==> src/rtl/swhs_pkg.sv <==
// Shared types and constants for the single-wire humidity sensor reader.
// No dependencies; imported by every module of the block.
`timescale 1ns / 1ps

package swhs_pkg;

    localparam int FRAME_BITS_DEF = 40;
    localparam int CHK_W          = 40;
    localparam int IN_W           = 8;
    localparam int OUT_W          = 40;
    localparam int ADDR_W         = 5;
    localparam int DATA_W         = 32;

    localparam logic [2:0] PH_IDLE  = 3'd0;
    localparam logic [2:0] PH_WAKE  = 3'd1;
    localparam logic [2:0] PH_START = 3'd2;
    localparam logic [2:0] PH_REL   = 3'd3;
    localparam logic [2:0] PH_SKIP  = 3'd4;
    localparam logic [2:0] PH_BITS  = 3'd5;

    localparam logic [1:0] ST_GOOD    = 2'd0;
    localparam logic [1:0] ST_CHKSUM  = 2'd1;
    localparam logic [1:0] ST_TIMEOUT = 2'd2;

    localparam logic [2:0] REG_WAKE    = 3'd0;
    localparam logic [2:0] REG_START   = 3'd1;
    localparam logic [2:0] REG_RELEASE = 3'd2;
    localparam logic [2:0] REG_ONE     = 3'd3;
    localparam logic [2:0] REG_TIMEOUT = 3'd4;

    localparam logic [19:0] WAKE_RST    = 20'd800000;
    localparam logic [15:0] START_RST   = 16'd18000;
    localparam logic [7:0]  RELEASE_RST = 8'd30;
    localparam logic [7:0]  ONE_RST     = 8'd28;
    localparam logic [7:0]  TIMEOUT_RST = 8'd70;

    typedef struct packed {
        logic [19:0] wake_high_ticks;
        logic [15:0] start_low_ticks;
        logic [7:0]  release_high_ticks;
        logic [7:0]  one_threshold;
        logic [7:0]  timeout_threshold;
    } cfg_t;

    // packed from drive_enable in bit 0 upward
    typedef struct packed {
        logic [1:0] pad;
        logic [7:0] temp_frac;
        logic [7:0] temp_int;
        logic [7:0] humidity_frac;
        logic [7:0] humidity_int;
        logic [1:0] status;
        logic       frame_done;
        logic       busy_res;
        logic       drive_level;
        logic       drive_enable;
    } res_t;

endpackage

==> src/rtl/swhs_cfg.sv <==
// APB register file holding the drive timings and pulse thresholds.
// Depends on swhs_pkg.
`timescale 1ns / 1ps

module swhs_cfg
    import swhs_pkg::*;
(
    input  logic              clk,
    input  logic              rst_n,
    input  logic              psel,
    input  logic              penable,
    input  logic              pwrite,
    input  logic [ADDR_W-1:0] paddr,
    input  logic [DATA_W-1:0] pwdata,
    output logic [DATA_W-1:0] prdata,
    output logic              pready,
    output cfg_t              cfg
);

    cfg_t       cfg_reg;
    logic       wr_en;
    logic [2:0] reg_idx;

    assign pready  = 1'b1;
    assign wr_en   = psel & penable & pwrite;
    assign reg_idx = paddr[ADDR_W-1:2];
    assign cfg     = cfg_reg;

    always_ff @(posedge clk or negedge rst_n)
    begin
        if (!rst_n)
        begin
            cfg_reg.wake_high_ticks    <= WAKE_RST;
            cfg_reg.start_low_ticks    <= START_RST;
            cfg_reg.release_high_ticks <= RELEASE_RST;
            cfg_reg.one_threshold      <= ONE_RST;
            cfg_reg.timeout_threshold  <= TIMEOUT_RST;
        end
        else if (wr_en)
        begin
            case (reg_idx)
                REG_WAKE:    cfg_reg.wake_high_ticks    <= pwdata[19:0];
                REG_START:   cfg_reg.start_low_ticks    <= pwdata[15:0];
                REG_RELEASE: cfg_reg.release_high_ticks <= pwdata[7:0];
                REG_ONE:     cfg_reg.one_threshold      <= pwdata[7:0];
                REG_TIMEOUT: cfg_reg.timeout_threshold  <= pwdata[7:0];
                default:     ;
            endcase
        end
    end

    always_comb
    begin
        case (reg_idx)
            REG_WAKE:    prdata = {12'd0, cfg_reg.wake_high_ticks};
            REG_START:   prdata = {16'd0, cfg_reg.start_low_ticks};
            REG_RELEASE: prdata = {24'd0, cfg_reg.release_high_ticks};
            REG_ONE:     prdata = {24'd0, cfg_reg.one_threshold};
            REG_TIMEOUT: prdata = {24'd0, cfg_reg.timeout_threshold};
            default:     prdata = '0;
        endcase
    end

endmodule

==> src/rtl/swhs_core.sv <==
// Frame sequencer: drive phases, run skipping, pulse timing and checksum.
// Depends on swhs_pkg; one tick word is processed per accepted cycle.
`timescale 1ns / 1ps

module swhs_core
    import swhs_pkg::*;
#(
    parameter int FRAME_BITS = FRAME_BITS_DEF
)
(
    input  logic  clk,
    input  logic  rst_n,
    input  logic  tick_en,
    input  logic  start_req,
    input  logic  line_level,
    input  cfg_t  cfg,
    output res_t  res
);

    localparam int BC_W = $clog2(FRAME_BITS + 1);

    logic [2:0]            phase_reg, phase_next;
    logic [19:0]           tick_count_reg, tick_count_next;
    logic [7:0]            high_width_reg, high_width_next;
    logic [1:0]            runs_skipped_reg, runs_skipped_next;
    logic [BC_W-1:0]       bit_count_reg, bit_count_next;
    logic [FRAME_BITS-1:0] shift_bits_reg, shift_bits_next;
    logic                  prev_level_reg, prev_level_next;
    logic [31:0]           result_bytes_reg, result_bytes_next;
    logic [1:0]            last_status_reg, last_status_next;

    logic [20:0]           tick_inc;
    logic [7:0]            width_inc;
    logic [BC_W:0]         bit_inc;
    logic                  bit_val;
    logic [FRAME_BITS-1:0] shift_cat;
    logic [CHK_W-1:0]      frame_v;
    logic [7:0]            sum8;
    logic                  done;

    assign tick_inc  = {1'b0, tick_count_reg} + 21'd1;
    assign width_inc = (high_width_reg == 8'hFF) ? high_width_reg : high_width_reg + 8'd1;
    assign bit_inc   = {1'b0, bit_count_reg} + (BC_W+1)'(1);
    assign bit_val   = high_width_reg > cfg.one_threshold;
    assign shift_cat = {shift_bits_reg[FRAME_BITS-2:0], bit_val};

    generate
        if (FRAME_BITS >= CHK_W)
        begin : g_wide
            assign frame_v = shift_cat[CHK_W-1:0];
        end
        else
        begin : g_narrow
            assign frame_v = {(CHK_W-FRAME_BITS)'(0), shift_cat};
        end
    endgenerate

    assign sum8 = frame_v[39:32] + frame_v[31:24] + frame_v[23:16] + frame_v[15:8];

    always_comb
    begin
        phase_next        = phase_reg;
        tick_count_next   = tick_count_reg;
        high_width_next   = high_width_reg;
        runs_skipped_next = runs_skipped_reg;
        bit_count_next    = bit_count_reg;
        shift_bits_next   = shift_bits_reg;
        prev_level_next   = prev_level_reg;
        result_bytes_next = result_bytes_reg;
        last_status_next  = last_status_reg;
        done              = 1'b0;

        case (phase_reg)
            PH_WAKE:
            begin
                tick_count_next = tick_inc[19:0];
                if (tick_inc >= {1'b0, cfg.wake_high_ticks})
                begin
                    phase_next      = PH_START;
                    tick_count_next = '0;
                end
            end
            PH_START:
            begin
                tick_count_next = tick_inc[19:0];
                if (tick_inc >= 21'(cfg.start_low_ticks))
                begin
                    phase_next      = PH_REL;
                    tick_count_next = '0;
                end
            end
            PH_REL:
            begin
                tick_count_next = tick_inc[19:0];
                if (tick_inc >= 21'(cfg.release_high_ticks))
                begin
                    phase_next      = PH_SKIP;
                    tick_count_next = '0;
                end
            end
            PH_SKIP:
            begin
                if (tick_count_reg == 20'd0)
                begin
                    prev_level_next = line_level;
                    tick_count_next = 20'd1;
                end
                else if (line_level != prev_level_reg)
                begin
                    prev_level_next   = line_level;
                    runs_skipped_next = runs_skipped_reg + 2'd1;
                    if (runs_skipped_reg == 2'd2)
                    begin
                        phase_next      = PH_BITS;
                        high_width_next = {7'd0, line_level};
                        if ({7'd0, line_level} > cfg.timeout_threshold)
                        begin
                            phase_next       = PH_IDLE;
                            last_status_next = ST_TIMEOUT;
                            done             = 1'b1;
                        end
                    end
                end
            end
            PH_BITS:
            begin
                prev_level_next = line_level;
                if (line_level)
                begin
                    high_width_next = width_inc;
                    if (width_inc > cfg.timeout_threshold)
                    begin
                        phase_next       = PH_IDLE;
                        last_status_next = ST_TIMEOUT;
                        done             = 1'b1;
                    end
                end
                else if (high_width_reg != 8'd0)
                begin
                    shift_bits_next = shift_cat;
                    high_width_next = '0;
                    bit_count_next  = bit_inc[BC_W-1:0];
                    if (bit_inc >= (BC_W+1)'(FRAME_BITS))
                    begin
                        phase_next = PH_IDLE;
                        done       = 1'b1;
                        if (sum8 == frame_v[7:0])
                        begin
                            result_bytes_next = frame_v[39:8];
                            last_status_next  = ST_GOOD;
                        end
                        else
                        begin
                            last_status_next = ST_CHKSUM;
                        end
                    end
                end
            end
            default:
            begin
                // idle, and any stray code
                phase_next = PH_IDLE;
                if (start_req)
                begin
                    phase_next        = PH_WAKE;
                    tick_count_next   = '0;
                    high_width_next   = '0;
                    runs_skipped_next = '0;
                    bit_count_next    = '0;
                    shift_bits_next   = '0;
                end
            end
        endcase
    end

    always_ff @(posedge clk or negedge rst_n)
    begin
        if (!rst_n)
        begin
            phase_reg        <= PH_IDLE;
            tick_count_reg   <= '0;
            high_width_reg   <= '0;
            runs_skipped_reg <= '0;
            bit_count_reg    <= '0;
            shift_bits_reg   <= '0;
            prev_level_reg   <= 1'b1;
            result_bytes_reg <= '0;
            last_status_reg  <= ST_GOOD;
        end
        else if (tick_en)
        begin
            phase_reg        <= phase_next;
            tick_count_reg   <= tick_count_next;
            high_width_reg   <= high_width_next;
            runs_skipped_reg <= runs_skipped_next;
            bit_count_reg    <= bit_count_next;
            shift_bits_reg   <= shift_bits_next;
            prev_level_reg   <= prev_level_next;
            result_bytes_reg <= result_bytes_next;
            last_status_reg  <= last_status_next;
        end
    end

    always_comb
    begin
        res               = '0;
        res.drive_enable  = (phase_next == PH_WAKE) || (phase_next == PH_START)
                            || (phase_next == PH_REL);
        res.drive_level   = (phase_next == PH_WAKE) || (phase_next == PH_REL);
        res.busy_res      = phase_next != PH_IDLE;
        res.frame_done    = done;
        res.status        = last_status_next;
        res.humidity_int  = result_bytes_next[31:24];
        res.humidity_frac = result_bytes_next[23:16];
        res.temp_int      = result_bytes_next[15:8];
        res.temp_frac     = result_bytes_next[7:0];
    end

endmodule

==> src/rtl/swhs_outbuf.sv <==
// Result register with a skid stage that holds one further word under stall.
// Depends on swhs_pkg for the result word type.
`timescale 1ns / 1ps

module swhs_outbuf
    import swhs_pkg::*;
(
    input  logic clk,
    input  logic rst_n,
    input  logic in_push,
    input  res_t in_word,
    output logic in_ready,
    output logic out_valid,
    input  logic out_ready,
    output res_t out_word
);

    logic out_valid_reg;
    res_t out_word_reg;
    logic skid_valid_reg;
    res_t skid_word_reg;
    logic out_free;

    assign in_ready  = ~skid_valid_reg;
    assign out_valid = out_valid_reg;
    assign out_word  = out_word_reg;
    assign out_free  = out_ready | ~out_valid_reg;

    always_ff @(posedge clk or negedge rst_n)
    begin
        if (!rst_n)
        begin
            out_valid_reg  <= 1'b0;
            skid_valid_reg <= 1'b0;
        end
        else if (out_free)
        begin
            out_valid_reg  <= skid_valid_reg | in_push;
            skid_valid_reg <= 1'b0;
        end
        else if (in_push)
        begin
            skid_valid_reg <= 1'b1;
        end
    end

    always_ff @(posedge clk)
    begin
        if (out_free)
        begin
            out_word_reg <= skid_valid_reg ? skid_word_reg : in_word;
        end
        else if (in_push)
        begin
            skid_word_reg <= in_word;
        end
    end

endmodule

==> src/rtl/single_wire_humidity_sensor_reader.sv <==
// Top level of the single-wire humidity sensor reader.
// Depends on swhs_pkg, swhs_cfg, swhs_core and swhs_outbuf.
`timescale 1ns / 1ps
//
// Usage:
//  s_* channel: one word per 1 us tick, carrying the start request and the
//  sampled line level. m_* channel: one result word per tick word, carrying
//  drive enable/level for the line pad, busy, frame-done pulse, status and
//  the four bytes of the last good frame.
//  The result word is formed from the accepted tick word and then registered;
//  one tick word is taken every cycle while s_tready is high.
//  The APB port sets the drive timings and pulse thresholds; write it only
//  while no frame is in progress.
//  Reset returns the sequencer to idle with the line released, clears the
//  status and data bytes and loads the default timings.
//  When the receiver stalls, one further tick word is held in the skid
//  stage, after which s_tready drops until the result register drains.
//
module single_wire_humidity_sensor_reader
    import swhs_pkg::*;
#(
    parameter int FRAME_BITS = FRAME_BITS_DEF
)
(
    input  logic              clk,
    input  logic              rst_n,
    input  logic              s_tvalid,
    output logic              s_tready,
    input  logic [IN_W-1:0]   s_tdata,  // start_req, line_level, zero fill
    output logic              m_tvalid,
    input  logic              m_tready,
    output logic [OUT_W-1:0]  m_tdata,  // drive_enable, drive_level, busy_res,
                                        // frame_done, status[1:0], humidity_int,
                                        // humidity_frac, temp_int, temp_frac, zero fill
    input  logic              psel,
    input  logic              penable,
    input  logic              pwrite,
    input  logic [ADDR_W-1:0] paddr,
    input  logic [DATA_W-1:0] pwdata,
    output logic [DATA_W-1:0] prdata,
    output logic              pready
);

    cfg_t cfg;
    res_t core_res;
    res_t out_res;
    logic tick_en;

    assign tick_en = s_tvalid & s_tready;
    assign m_tdata = out_res;

    swhs_cfg u_cfg (
        .clk     (clk),
        .rst_n   (rst_n),
        .psel    (psel),
        .penable (penable),
        .pwrite  (pwrite),
        .paddr   (paddr),
        .pwdata  (pwdata),
        .prdata  (prdata),
        .pready  (pready),
        .cfg     (cfg)
    );

    swhs_core #(
        .FRAME_BITS (FRAME_BITS)
    ) u_core (
        .clk        (clk),
        .rst_n      (rst_n),
        .tick_en    (tick_en),
        .start_req  (s_tdata[0]),
        .line_level (s_tdata[1]),
        .cfg        (cfg),
        .res        (core_res)
    );

    swhs_outbuf u_outbuf (
        .clk       (clk),
        .rst_n     (rst_n),
        .in_push   (tick_en),
        .in_word   (core_res),
        .in_ready  (s_tready),
        .out_valid (m_tvalid),
        .out_ready (m_tready),
        .out_word  (out_res)
    );

endmodule

==> config.mk <==
export PLATFORM = sky130hd
export DESIGN_NAME = single_wire_humidity_sensor_reader
export DESIGN_NICKNAME = d
export VERILOG_FILES = /design/src/rtl/swhs_pkg.sv /design/src/rtl/swhs_cfg.sv /design/src/rtl/swhs_core.sv /design/src/rtl/swhs_outbuf.sv /design/src/rtl/single_wire_humidity_sensor_reader.sv
export SDC_FILE = /design/constraint.sdc
export NUM_CORES = 1
export LEC_CHECK = 0
export BUFFER_PORTS_ARGS = -buffer_cell sky130_fd_sc_hd__buf_2
export CAP_MARGIN = 20
export CORE_ASPECT_RATIO = 0.9
export CORE_MARGIN = 3
export CORE_UTILIZATION = 30
export DETAILED_ROUTE_END_ITERATION = 10
export PLACE_DENSITY = 0.49
export RECOVER_POWER = 50
export SETUP_SLACK_MARGIN = 0.02
export SKIP_CTS_REPAIR_TIMING = 1
export SLEW_MARGIN = 5
export SYNTH_ARGS = -nofsm -noshare
export SYNTH_HDL_FRONTEND = slang
export SYNTH_SLANG_ARGS = --single-unit
==> constraint.sdc <==
create_clock -name clk -period 5.2 [get_ports clk]
set_clock_uncertainty 0.1 [all_clocks]
set_input_delay 0.52 -clock clk [delete_from_list [all_inputs] [get_ports clk]]
set_output_delay 0.52 -clock clk [all_outputs]
set_load 0.005 [all_outputs]
---- After elaboration in Yosys (flattened, before gate mapping) ----
Index checks and enable logic that the tools add are counted.
cells by class
  shift operators ......................... 0
  reduce and logical (&&, ||, !) cells .... 27
  $add $sub $neg .......................... 7
  eq/ne operators ......................... 24
  magnitude comparators ................... 7
  $mul .................................... 0
  muxes and demuxes ....................... 70
  div/mod/pow operators ................... 0
  bitwise logic cells ..................... 12
operator list
  operator                 number
  $pmux W20 S5             2
  $mux W32                 5
  $mux W39                 3
  $mux W20                 5
  $pmux W39 S2             1
  $mux W8                  7
  $mux W38                 1
  $mux W3                  11
  $add A8 B8 Y8            3
  $pmux W8 S3              1
  $mux W2                  11
  $add A20 B1 Y21 const B  1
  $ge A21 B16 Y1           1
  $ge A21 B20 Y1           1
  $ge A21 B8 Y1            1
  $logic_not A20 Y1        1
  $eq A3 B2 Y1 const B     6
  $mux W6                  3
  $gt A8 B8 Y1             2
  $pmux W3 S5              1
  $mux W1                  14
  $pmux W6 S2              1
  $reduce_and A2 Y1        6
  $reduce_and A5 Y1        2
  other kinds (31)         57
storage, ports and cells
  memory bits (writable) .................. 0
  memories ................................ 0
  ROM bits ................................ 0
  register bits after elaboration ......... 251
  output and inout port bits .............. 75
  latch bits .............................. 0
  word-level logic and storage cells ...... 181

---- Depth between registers and ports, before layout ----
  depth after elaboration ................. 10
  mapped depth ............................ 16
  mapped depth without buffers ............ 16

---- Modules after synthesis ----
Synthesis repeated with hierarchy kept, for this count alone.
unflattened totals
  cells, all modules ...................... 1317
  area total of the unflattened synthesis .. 14739.1 um2
by module, submodules not included
  module                              seq. area each (um2)  area each (um2)  cells an instance  times used
  swhs_core                           2829.0                8578.2           968                1
  swhs_outbuf                         2452.4                3165.5           134                1
  swhs_cfg                            1527.7                2989.1           214                1
  single_wire_humidity_sensor_reader  0.0                   6.3              1                  1

---- Worst setup path after synthesis ----
No wires, ideal clock.
  path kind ............................... flip-flop to flip-flop
  start ................................... register u_core.shift_bits_reg[8]
  end ..................................... register u_outbuf.out_word_reg (netlist bit u_outbuf.out_word[33]) (data pin)
  setup time .............................. 0.260 ns
  data required time ...................... 4.840 ns
  stages on the path, launching flop included .. 15
  arrival ................................. 3.838 ns
  setup slack ............................. 1.002 ns
  path through ............................ dfrtp_1 > fa_1 > fa_1 > ha_1 > inv_1 > fa_1 > nor2b_1 > o21a_1 > o211ai_1 > and3_1 > nor4_2 > o2111ai_1 > buf_2 > mux2_4 > mux2_2
RTL lines
  item                      line               text
  start: declaration        swhs_core.sv:27    logic [FRAME_BITS-1:0] shift_bits_reg, shift_bits_next;
  start signal: assignment  swhs_core.sv:197   shift_bits_reg <= shift_bits_next;
  end signal: assignment    swhs_outbuf.sv:51  out_word_reg <= skid_valid_reg ? skid_word_reg : in_word;
  end: declaration          swhs_outbuf.sv:19  res_t out_word_reg;

==> results.toml <==
[global_routing]
grt_usage_pct = 14.2
grt_max_degree = 116
grt_first_pass_wirelength_um = 56600
overflow = 0
grt_pass1_vias = 9945
antenna_found_initial = 1

[timing]
worst_slack_ns = 0.584
maxSlewViolCount = 132
max_slew_margin_pct = -142
rsz0062_at_grt = "no"
fin_crit_ns = 4.62
fmax_ghz = 0.217
hold_viol = 0
period_share_pct = 88.8
report.final.setup_viol = 0
worst_pin_slew_ns = 3.64
tns_ns = 0

[place]
hpwl_um = 24400
place_area_sq_um = 15100
port_buffers = 91
place_ws_ns = 0.595
dp_cells = 2006
place_congestion = 0.826

[cells_and_area]
drive_gt1_share_pct = 17.3
final_cells = 2062
area_delta_synth_final_pct = 14.0
final_area_sq_um = 16000
largest_reg_flops = 60
nNetsFinal = 1571

[floorplan]
io_pins = 127
fp.dieH_um = 211
dieArea_sq_um = 49500
core.rowCount = 74
start_util_pct = 30.7
die_w_um = 234
core_sq_um = 45800

[critical_path]
critPathCaptureType = "register"
arrival_ns = 4.83
cp.required_ns = 5.41
startpoint = "u_core.shift_bits_reg[8]"
start_kind = "register"
r2r-start = "u_core.shift_bits_reg[8]"
cp_max_fo = 32
critPathKind = "reg -> reg"

[power]
power_frac_clock_pct = 37.7
total_power_w = 0.00552
p_comb_share_pct = 18.4
leakage_nw = 7.10
p_switching_w = 0.00160
swShare_pct = 29.0
p_int_w = 0.00392
power_density_nw_per_um2 = 344
seq_power_share_pct = 44.0
ir_worst_vdd_v = 0.000203

[clock_tree]
cts_buffers = 29
worst_skew_pair.late_latency_ns = 0.56
cts_tree = "yes"
path_clk_slew_ns = 0.06
cts_buffer_depth = 3
root_buffer = "clkbuf_16"
htreeDepth = 1
cts.sinks = 251

[detailed_routing]
viasPerCell = 4.87
drtIter0Drc = 567
firstDrtPassIters = 5
route.antenna.remaining_nets = 0
route.vias.total = 10037
route.detailed.drc = 0
avgRoutedWirePerCell_um = 16.9
wl_um = 34900

[hold_path]
hp-class = "in -> reg"
worstHoldStart = "pwdata[17]"

[outcome]
violations = "capacitance limit, slew limit"
status = "finished with violations"

[logic_synthesis]
ys.flop_type = "dfrtp_1"
ys_warn_count = 0
synth_top_area_share_pct = 27.2
synth.area.top_cells = "dfrtp_1 27%, edfxtp_1 16%, mux2_2 7.0%"
syn_area_sq_um = 14100
yosysTopAreaCell = "dfrtp_1"
netlist_instances = 1358
ys_ff_latch = 251
synth-edff-count = 76
syn_avg_cell_area_sq_um = 10.4
yosys.cell_types.count = 78
async_reset_ff_share_pct = 69.7
yosysSeqAreaShare_pct = 47.6

[flow_run]
drv_cap = 3
## cells in the final DEF, fill, tap and decap left out, types with 5 or more instances in the layout
cell type | netlist | layout
nand3_1 | 35 | 34
o22ai_1 | 11 | 11
a22oi_1 | 17 | 17
nand4_1 | 14 | 14
clkinv_2 | 0 | 6
mux2_1 | 22 | 22
inv_1 | 103 | 102
xnor2_1 | 28 | 28
buf_2 | 14 | 57
nor4_1 | 10 | 10
o21ai_0 | 109 | 109
a221o_1 | 5 | 5
o31ai_1 | 18 | 18
mux2_2 | 88 | 88
nand2_1 | 179 | 179
a21oi_1 | 45 | 45
nor2b_1 | 9 | 9
buf_4 | 19 | 18
nor3_1 | 27 | 27
o21a_1 | 7 | 7
nand2b_1 | 12 | 11
nor2_1 | 56 | 54
o211ai_1 | 9 | 9
edfxtp_1 | 76 | 76
o21ai_1 | 6 | 6
and3_1 | 9 | 9
dfstp_2 | 22 | 22
xor2_1 | 11 | 11
mux2i_1 | 18 | 18
and2_1 | 8 | 7
conb_1 | 2 | 15
clkbuf_16 | 0 | 29
clkbuf_1 | 47 | 39
ha_1 | 75 | 75
a31oi_1 | 6 | 6
dfrtp_1 | 153 | 153
clkinv_1 | 1 | 8
fa_1 | 14 | 14
a21o_1 | 9 | 9
## power by group through the flow
stage	clock network (W)	registers, W	logic [W]
after floorplan	0	0.00239	0.000729
after global placement	0	0.00245	0.00101
after detailed placement	0	0.00246	0.00103
after CTS	0.00215	0.00242	0.00104
after global routing	0.00223	0.00245	0.00117
final	0.00208	0.00243	0.00101
## synth_stat cells, drive strengths merged, types with 7 or more instances
| cell | count |
|---|---|
| dfrtp | 153 |
| nor3 | 28 |
| buf | 38 |
| and3 | 9 |
| a21o | 9 |
| o21ai | 115 |
| inv | 103 |
| o211ai | 9 |
| nor4 | 12 |
| nand3 | 37 |
| nand2b | 12 |
| o22ai | 11 |
| clkbuf | 47 |
| edfxtp | 76 |
| a21oi | 45 |
| o21a | 7 |
| fa | 14 |
| nand4 | 16 |
| mux2i | 18 |
| nand2 | 179 |
| xnor2 | 28 |
| ha | 75 |
| nor2b | 9 |
| o31ai | 19 |
| mux2 | 112 |
| and2 | 8 |
| nor2 | 56 |
| dfstp | 22 |
| a22oi | 17 |
| xor2 | 11 |
## final cells by class
type,count,area (sq um)
Clock inverter,19,194
Tap cell,608,761
Multi-Input combinational cell,931,6650
Antenna cell,1,2.50
Fill cell,4596,29800
Clock buffer,35,768
Inverter,104,390
Sequential cell,251,6690
Timing Repair Buffer,113,586
## metrics by stage
stage / hold slack, ns / util (%)
final: 0.0681 / 35.0
after global routing: 0.0650 / 35.0
after CTS: -0.159 / 35.1
after detailed placement: 0.374 / 33.0
after global placement: 0.365 / 33.0
after floorplan: 0.124 / -
## path summary, 6_finish.rpt
check | to | slack (ns) | cells past startpoint
setup / recovery | u_outbuf.out_word[16] | 0.58 | 14
hold / removal | u_cfg.cfg[57] | 0.07 | 3
setup reg to reg | u_outbuf.out_word[16] | 0.58 | 14
hold reg to reg | u_core.result_bytes_reg[24] | 0.38 | 1
max in group asynchronous | u_core.result_bytes_reg[27] | 1.28 | 2
min in group asynchronous | u_cfg.cfg[56] | 1.64 | 2
## worst max-delay path: stages, from the launching register on
cell	delay, ns
dfrtp_1	0.44
fa_1	0.53
fa_1	0.52
ha_1	0.16
inv_1	0.05
fa_1	0.40
nor2b_1	0.13
o21a_1	0.15
o211ai_1	0.10
and3_1	0.17
nor4_2	0.39
o2111ai_4	0.19
buf_4	0.35
mux2_1	0.40
mux2_2	0.28
## logic make-up (layout without fill, tap and decap cells)
group | Yosys count | after routing | synth area share [%]
muxes | 130 | 130 | 10.3
xor gates and xnor gates | 39 | 39 | 2.43
buffers and inverters | 189 | 271 | 5.73
other | 2 | 16 | 0.0534
DFF | 251 | 251 | 47.6
adders and majority gates | 89 | 89 | 8.67
AOI/OAI and AO/OA | 273 | 273 | 12.1
and+or+nand+nor | 385 | 385 | 13.1
## routing by layer
metal,global-route usage (%),share of wire [%],up-vias
li1,-,-,4914
met1,21.2,49,4880
met2,21.5,43,190
met3,2.44,5.2,51
met4,3.48,2.5,2
met5,0,0.037,-
No activity file was read; power rests on OpenSTA's default activity.
